`config.mk`:
```
export PLATFORM = sky130hd
export DESIGN_NAME = klrc_cell
export DESIGN_NICKNAME = d
export VERILOG_FILES = /design/src/rtl/keyed_lru_result_cache_assert.svh /design/src/rtl/klrc_pkg.sv /design/src/rtl/klrc_cell.sv
export SDC_FILE = /design/constraint.sdc
export NUM_CORES = 1
export LEC_CHECK = 0
export BUFFER_PORTS_ARGS = -buffer_cell sky130_fd_sc_hd__buf_2
export CORE_AREA = 2 2 287 289
export CTS_CLUSTER_DIAMETER = 150
export CTS_CLUSTER_SIZE = 16
export DETAILED_ROUTE_END_ITERATION = 8
export DIE_AREA = 0 0 289 291
export GPL_TIMING_DRIVEN = 1
export PLACE_DENSITY = 0.42
export SYNTH_ARGS = -nofsm -noshare
export SYNTH_HDL_FRONTEND = slang
export SYNTH_SLANG_ARGS = --single-unit
```
`constraint.sdc`:
```
create_clock -name clk_i -period 24.8 [get_ports clk_i]
set_input_delay 2.48 -clock clk_i [delete_from_list [all_inputs] [get_ports clk_i]]
set_output_delay 2.48 -clock clk_i [all_outputs]
set_load 0.05 [all_outputs]
```
`src/rtl/keyed_lru_result_cache_assert.svh`:
```
// assertion macros for the keyed lru result cache
// expects clk_i and rst_ni in the scope where a macro is used
`ifndef KEYED_LRU_RESULT_CACHE_ASSERT_SVH
`define KEYED_LRU_RESULT_CACHE_ASSERT_SVH

// same-cycle implication, checked out of reset
`define KLRC_ASSERT_NOW(label, ante, cons) \
  label: assert property (@(posedge clk_i) disable iff (!rst_ni) (ante) |-> (cons)) \
    else $error("klrc assertion failed");

// next-cycle implication, checked out of reset
`define KLRC_ASSERT_NEXT(label, ante, cons) \
  label: assert property (@(posedge clk_i) disable iff (!rst_ni) (ante) |=> (cons)) \
    else $error("klrc assertion failed");

`endif

```
`src/rtl/klrc_pkg.sv`:
```
// types and constants shared by the keyed lru result cache
// no dependencies
package klrc_pkg;

  localparam int unsigned DefCacheEntries = 16;
  localparam int unsigned WordsPerEntry   = 4;
  localparam int unsigned WordW           = 64;
  localparam int unsigned ElementW        = 7;

  typedef enum logic [0:0] {
    CMD_LOOKUP = 1'b0,
    CMD_FILL   = 1'b1
  } cmd_e;

  // input transaction
  typedef struct packed {
    cmd_e                cmd;
    logic [ElementW-1:0] element_z;
    logic [WordW-1:0]    energy_bits;
    logic [WordW-1:0]    fill_photoelectric;
    logic [WordW-1:0]    fill_compton;
    logic [WordW-1:0]    fill_rayleigh;
    logic [WordW-1:0]    fill_pair;
  } req_t;

  // output transaction
  typedef struct packed {
    logic             hit;
    logic [WordW-1:0] out_photoelectric;
    logic [WordW-1:0] out_compton;
    logic [WordW-1:0] out_rayleigh;
    logic [WordW-1:0] out_pair;
  } rsp_t;

  typedef struct packed {
    logic [ElementW-1:0] element;
    logic [WordW-1:0]    energy;
  } key_t;

  typedef logic [WordsPerEntry-1:0][WordW-1:0] words_t;

  typedef struct packed {
    key_t   key;
    words_t words;
  } entry_t;

  // broadcast control from the top level to every cell
  typedef struct packed {
    logic accept;
    logic fill;
    logic hit_any;
  } cell_ctl_t;

endpackage

```
`src/rtl/klrc_cell.sv`:
```
// one cache slot: holds a key and its value words, compares against the
// lookup key and loads from its front neighbor on a shift; uses klrc_pkg
module klrc_cell import klrc_pkg::*; (
  input  logic      clk_i,
  input  cell_ctl_t ctl_i,
  input  logic      valid_i,
  input  key_t      key_i,
  input  entry_t    shift_in_i,
  input  logic      found_i,
  output logic      found_o,
  output logic      sel_o,
  output entry_t    entry_o
);

  entry_t entry_q, entry_d;
  logic   match;
  logic   load;

  // key compare, only on filled slots
  assign match = valid_i && (entry_q.key == key_i);

  // first match along the chain owns the hit
  assign sel_o   = match && !found_i;
  assign found_o = found_i || match;

  // shift on every fill, or up to and including the hit slot on a lookup
  assign load = ctl_i.accept && (ctl_i.fill || (ctl_i.hit_any && !found_i));

  always_comb begin
    entry_d = entry_q;
    if (load) begin
      entry_d = shift_in_i;
    end
  end

  // slot payload, no reset needed
  always_ff @(posedge clk_i) begin
    entry_q <= entry_d;
  end

  assign entry_o = entry_q;

endmodule

```
After elaboration in Yosys (flattened, before gate mapping)
Cells that the tools add are included.

$add $sub $neg: 0. Multipliers: 0. Div/mod/pow operators: 0. Order comparisons: 0. Equal/unequal tests: 1. Shifts and indexed selects: 0. Muxes and demuxes: 0. Bitwise operators: 0. Reduce and logical (&&, ||, !) cells: 7.

Operator list (number): $eq 71x71->1 (1); $logic_and 1x1->1 (4); $logic_or 1x1->1 (2); $logic_not 1->1 (1).

Register bits: 327. Latch bits: 0. Bits in writable memories: 0. Bits in read-only memories: 0. Word-level logic and storage cells: 14. Memories: 0.

Depth between registers and ports, before layout
Gate-level depths: netlist of run 1.

Depth in word-level cells: 4. Gate-level depth with buffers: 5. Mapped depth without buffers: 5.

Worst setup path after synthesis of run 1
No wires, ideal clock.

Kind: in2reg. From: input port found_i. To: register entry_q (netlist bit entry_o[0]) (enable). Setup time: 1.058 ns. Data arrival time: 16.907 ns. Setup slack: 6.836 ns. Stages on the path: 3. Path buffers: 0. Cell sequence: inv_1 a21oi_1 nor2b_1.

Longest elaborated chain between the ends: 4.

RTL lines: from (decl) (RTL line klrc_cell.sv:9) `input logic found_i,`; $logic_not 1->1 (RTL line klrc_cell.sv:27) `assign load = ctl_i.accept && (ctl_i.fill || (ctl_i.hit_any && !found_i));`; $logic_and 1x1->1 (RTL line klrc_cell.sv:27); $logic_or 1x1->1 (RTL line klrc_cell.sv:27); $logic_and 1x1->1 (RTL line klrc_cell.sv:27); net load (RTL line klrc_cell.sv:17) `logic load;`; to (signal assigned) (RTL line klrc_cell.sv:38) `entry_q <= entry_d;`; to (decl) (RTL line klrc_cell.sv:15) `entry_t entry_q, entry_d;`.

The timed path passes the listed nets, and every way through them passes these cells. A chain may end at the register's enable or synchronous reset.

Final worst setup path of run 1
From: input port key_i[63] (netlist bit). To: output port sel_o.

Longest elaborated chain between the ends: 3.

RTL lines: from (decl) (RTL line klrc_cell.sv:7) `input key_t key_i,`; $eq 71x71->1 (RTL line klrc_cell.sv:20) `assign match = valid_i && (entry_q.key == key_i);`; $logic_and 1x1->1 (RTL line klrc_cell.sv:20); $logic_and 1x1->1 (RTL line klrc_cell.sv:23) `assign sel_o = match && !found_i;`; to (decl) (RTL line klrc_cell.sv:11) `output logic sel_o,`.

Every way passes these cells.

==> flow_summary.yaml, run 1 <==
status:
  run_status: "completed"
timing:
  timing.final.hold_violations: 0
  final.period_utilization_pct: 28.5
  slew-limit-headroom_pct: 27.4
  finalMaxSlewViolations: 0
  final_setup_violation_count: 0
  worstMarginPinSlew_ns: 1.09
  fmax_mhz: 142
  grt_setup_unrepaired: "no"
  layout_min_cycle_time_ns: 7.06
  fin_setup_tns_ns: 0
critical_path:
  required_ns: 22.32
  cp_data_arrival_time_ns: 4.58
  critical_path.cell_chain: "buf_2, and2b_2, a2111o_1, nor4_1, nand4_1, nor4_2, buf_2"
  timing.critical_path.fanout_max: 2
  worstPathBufferInverterCount: 2
  worst_setup_path_start_kind: "input pin"
  critical_path.endpoint_type: "output port"
  criticalPathCategory: "in -> out"
  path_common_cell: "sky130_fd_sc_hd__buf_2"
  timing.critical_path.depth: 7
  slowest_stage: "sky130_fd_sc_hd__a2111o_1"
  critical_path.max_stage_delay_ns: 0.42
  family_with_the_most_delay_on_the_worst_path: "simple AND/OR/NAND/NOR gates"
placement:
  io_buffer_count: 732
  number_of_cells_after_detailed_placement: 2263
  place_congestion: 0.923
  dp.final_hpwl_mm: 32.9
clocking:
  tritoncts_buffers: 24
  post_cts.resized_instances: 0
  worst_setup_hold_path_clk_slew_ns: 0.08
  htree_levels: 1
  hold_buffers: 0
  cts_tree: "done"
  cts_max_path_buffers: 3
  number_of_clock_sinks: 327
  ctsRootBufferMaster: "sky130_fd_sc_hd__clkbuf_16"
  post-cts-setup-buffer-count: 0
floorplanning:
  core.rowCount: 105
  initial_core_util_pct: 13.2
  floorplan.io_pins: 733
  fp.dieArea_sq_um: 84100
  fp.dieW_microns: 289
  floorplan.core_area_sq_um: 81200
  dieHeight_microns: 291
power:
  pwr_density_cell_nw_per_um2: 80.3
  p_leak_nw: 6.65
  irDropWorstVdd_uv: 49.7
synthesis:
  yosys_warnings: 0
  syn-instance-count: 456
  async_reset_ff_share_pct: 0
  post_synth.cell_area_avg_sq_um: 23.6
  post_synthesis_instance_area_sq_um: 10800
  synth_ff_type: "sky130_fd_sc_hd__edfxtp_1"
  net_count_after_synthesis: 860
  synth.distinct_cells: 22
  yosys_register_bits: 327
  number_of_enable_flip_flop_cells_after_synthesis: 327
  synth.yosys.seq_area_share_pct: 91.3
layout:
  final_cell_count_no_fill: 2291
  area_delta_synth_final_pct: 52.9
  fin_nets: 1623
  number_of_flip_flops_in_the_largest_register: 327
  share_of_post_route_cells_with_drive_strength_above_1_pct: 63.0
detailed_routing:
  dr.first_iter.drc_count: 259
  detail_route.first_pass.iterations: 4
  route.antenna.remaining_nets: 0
  wl_per_cell_microns: 17.6
  detailroute.via_count: 7397
  post_drt_via_cell_ratio: 3.23
  routed_wirelength_mm: 40.3
  drcViolationCount: 0
hold_path:
  hold_path.class: "in -> reg"
  worst_hold_path.num_cells: 1
global_route:
  antenna_found_initial: 10
  total_congestion_overflow: 0
  globalRouteTotalUtil_pct: 8.95
  via_count_of_the_first_global_routing_pass: 8070
  first_pass_grt_wire_length_mm: 55.1
  grt_max_degree: 80
run:
  cap_viol_max_count: 0
cells by family after synthesis:
logic type | synth area share, %
xor+xnor | 3.58
simple gates | 2.56
flops | 91.3
buf+inv | 0.663
compound gates | 1.86
cell usage after synthesis, drive strengths merged (4+ instances only):
cell type  number  area share [%]
nor4            7            0.47
a2111oi         4            0.44
nand4          11            0.64
xor2            7            0.57
nor2b          14            0.81
inv            19            0.66
xnor2          37             3.0
o22ai           8            0.47
nand2b          7            0.41
edfxtp        327              91
a2111o          4            0.42
final cells by class:
class	instances	area, sq um
Antenna cell	2	5.00
Multi-Input combinational cell	110	868
Fill cell	8830	64700
Sequential cell	327	9820
Clock buffer	25	626
Tap cell	1070	1340
Clock inverter	1	11.3
Inverter	19	71.3
Timing Repair Buffer	737	3700
worst paths after layout:
kind / from / to
setup / recovery: key_i[63] / sel_o
hold / removal: shift_in_i[114] / entry_o[114]
through the flow:
stage / setup slack [ns] / power [W] / area [sq um] / hold WS, ns / utilization, %
detailed placement: 17.76 / 0.000970 / 15800 / 2.66 / 19.5
global route: 17.64 / 0.00138 / 16400 / 2.02 / 20.2
CTS: 17.77 / 0.00135 / 16400 / 2.01 / 20.2
floorplan: 6.84 / 0.000886 / 10800 / 2.58 / -
global placement: 17.76 / 0.000969 / 15800 / 2.66 / 19.5
finish: 17.74 / 0.00132 / 16400 / 2.08 / 20.2
layout by cell type (no fill, tap or decap), types with 2 or more instances in the layout:
| cell type | n |
|---|---|
| sky130_fd_sc_hd__buf_2 | 732 |
| sky130_fd_sc_hd__edfxtp_1 | 327 |
| sky130_fd_sc_hd__xnor2_1 | 37 |
| sky130_fd_sc_hd__clkbuf_16 | 25 |
| sky130_fd_sc_hd__inv_1 | 19 |
| sky130_fd_sc_hd__nor2b_1 | 13 |
| sky130_fd_sc_hd__nand4_1 | 11 |
| sky130_fd_sc_hd__o22ai_1 | 8 |
| sky130_fd_sc_hd__nand2b_1 | 7 |
| sky130_fd_sc_hd__xor2_1 | 7 |
| sky130_fd_sc_hd__nor4_1 | 6 |
| sky130_fd_sc_hd__buf_4 | 5 |
| sky130_fd_sc_hd__a2111o_1 | 4 |
| sky130_fd_sc_hd__diode_2 | 2 |
| sky130_fd_sc_hd__o2111ai_1 | 2 |
| sky130_fd_sc_hd__a22o_1 | 2 |
| sky130_fd_sc_hd__a2111oi_2 | 2 |
| sky130_fd_sc_hd__a2111oi_0 | 2 |
power by group:
part | switching, W | leakage [nW] | internal (W) | total [W]
clock network | 0.000189 | 0.314 | 0.000178 | 0.000367
registers | 0.0000186 | 3.10 | 0.000661 | 0.000680
logic | 0.000212 | 3.23 | 0.0000610 | 0.000273
total | 0.000419 | 6.65 | 0.000900 | 0.00132
layer usage:
| layer | GRT usage, % | part of all wire, % |
|---|---|---|
| met1 | 8.38 | 32 |
| met2 | 16.5 | 51 |
| met3 | 4.67 | 14 |
| met4 | 3.03 | 3.3 |
| met5 | 0 | 0.089 |
(Power assumes the default switching activity.)
==> run 2: changes to the inputs <==
Clock period 24.8 ns to 6.92 ns, I/O delays scaled along.
==> flow_summary.yaml, run 2 (synthesis results as in run 1) <==
status:
  run_status: "completed"
detailed_routing:
  routed_wirelength_mm: 41.1
  detail_route.first_pass.iterations: 4
  detailroute.via_count: 7355
  highest-signal-layer: "met5"
  route.antenna.remaining_nets: 0
  wl_met2_mm: 20.6
  wl_per_cell_microns: 17.9
  met1Wirelength_mm: 13.8
  routed-wl-met3_mm: 5.39
  post_drt_via_cell_ratio: 3.21
  drcViolationCount: 0
  dr.first_iter.drc_count: 276
power:
  seq_power_share_pct: 51.5
  switching_share_of_total_power_pct: 31.9
  clock_power_share_pct: 27.8
  irDropWorstVdd_uv: 204
  p_leak_nw: 6.65
  pwr_density_cell_nw_per_um2: 288
  cell_internal_pwr_w: 0.00323
  p_switching_w: 0.00151
  power.share.combinational_pct: 20.6
placement:
  dp.final_hpwl_mm: 33.2
  place_congestion: 0.940
  pre_cts_ws_ns: 3.08
  io_buffer_count: 732
timing:
  fmax_mhz: 252
  final.period_utilization_pct: 57.4
  grt_setup_unrepaired: "no"
  final_setup_violation_count: 0
  finalMaxSlewViolations: 0
  worstMarginPinSlew_ns: 1.02
  slew-limit-headroom_pct: 30.2
  fin_setup_tns_ns: 0
  layout_min_cycle_time_ns: 3.97
  layout_setup_ws_ns: 2.95
  timing.final.hold_violations: 0
critical_path:
  worst_setup_path_start_kind: "flip-flop"
  criticalPathCategory: "reg -> out"
  cp_data_arrival_time_ns: 3.28
  critical_path.endpoint_type: "output port"
  required_ns: 6.23
  timing.critical_path.fanout_max: 2
clocking:
  tritoncts_buffers: 24
  post-cts-setup-buffer-count: 0
  number_of_clock_sinks: 327
  cts_tree: "done"
  htree_levels: 1
  ctsRootBufferMaster: "sky130_fd_sc_hd__clkbuf_16"
  worst_setup_hold_path_clk_slew_ns: 0.08
  post_cts.resized_instances: 0
  cts_max_path_buffers: 3
  hold_buffers: 0
layout:
  fin_nets: 1621
  share_of_post_route_cells_with_drive_strength_above_1_pct: 62.9
  area_delta_synth_final_pct: 53.0
  number_of_flip_flops_in_the_largest_register: 327
  layout.cells.most_common: "sky130_fd_sc_hd__buf_2"
  ff_latch_area_sq_um: 9820
  layout_common_cells: "732 x sky130_fd_sc_hd__buf_2, 327 x sky130_fd_sc_hd__edfxtp_1, 37 x sky130_fd_sc_hd__xnor2_1"
  fill_cells: 8844
  area_of_the_multi_input_gates_sq_um: 868
global_route:
  antenna_found_initial: 13
  total_congestion_overflow: 0
  globalRouteTotalUtil_pct: 9.08
  via_count_of_the_first_global_routing_pass: 8087
  first_pass_grt_wire_length_mm: 55.6
  grt_max_degree: 143
floorplanning:
  core.rowCount: 105
  fp.dieArea_sq_um: 84100
  floorplan.core_area_sq_um: 81200
  fp.dieW_microns: 289
  initial_core_util_pct: 13.2
  floorplan.io_pins: 733
  dieHeight_microns: 291
hold_path:
  hold_path.class: "in -> reg"
run:
  cap_viol_max_count: 0
## run 2: cell count changes in the layout (fill, tap and decap cells not counted), sizes merged
cell    previous run  this run
buf              737       735
clkinv             0         1
## run 2: area by class of cell
| type | count | area share [%] |
|---|---|---|
| multi-input cells | 110 | 5.28 |
| repair buffers | 735 | 22.6 |
| well taps | 1070 | 8.14 |
| diodes | 2 | 0.0304 |
| clock buffers | 25 | 3.80 |
| inverters | 19 | 0.433 |
| flip-flops and latches | 327 | 59.7 |
| clock inverters | 2 | 0.0761 |
## run 2: final timing paths
check            to  slack, ns             from  cells after the start
max           sel_o       2.95     entry_o[267]                      6
min    entry_o[181]       0.29  shift_in_i[181]                      1
## run 2: routing by layer
| layer | up-vias | global-route usage (%) |
|---|---|---|
| li1 | 3309 | - |
| met1 | 3494 | 9.08 |
| met2 | 477 | 16.3 |
| met3 | 63 | 4.43 |
| met4 | 12 | 2.94 |
| met5 | - | 0 |
## run 2: stage by stage
| stage | util (%) | total power [W] | area, sq um | instances | hold WS [ns] |
|---|---|---|---|---|---|
| global placement | 19.5 | 0.00347 | 15800 | 2261 | 0.868 |
| CTS | 20.3 | 0.00484 | 16400 | 2288 | 0.232 |
| global route | 20.3 | 0.00494 | 16400 | 2288 | 0.236 |
| floorplan | - | 0.00314 | 10800 | 456 | 0.791 |
| finish | 20.3 | 0.00474 | 16500 | 2290 | 0.294 |
| detailed placement | 19.5 | 0.00348 | 15800 | 2261 | 0.870 |
## run 2: power groups by stage
stage,Sequential [W],Clock [W],Combinational (W)
6_report,0.00244,0.00132,0.000976
2_1_floorplan,0.00305,0,0.0000828
4_1_cts,0.00244,0.00141,0.000990
5_1_grt,0.00246,0.00147,0.00102
3_5_place_dp,0.00249,0,0.000989
3_3_place_gp,0.00248,0,0.000987
## run 2: critical path, cell delays in order (launching register included)
cell	delay (ns)
sky130_fd_sc_hd__edfxtp_1	0.35
sky130_fd_sc_hd__inv_1	0.07
sky130_fd_sc_hd__a22o_1	0.27
sky130_fd_sc_hd__a2111oi_0	0.87
sky130_fd_sc_hd__nand4_1	0.35
sky130_fd_sc_hd__nor4_2	0.46
sky130_fd_sc_hd__buf_2	0.35
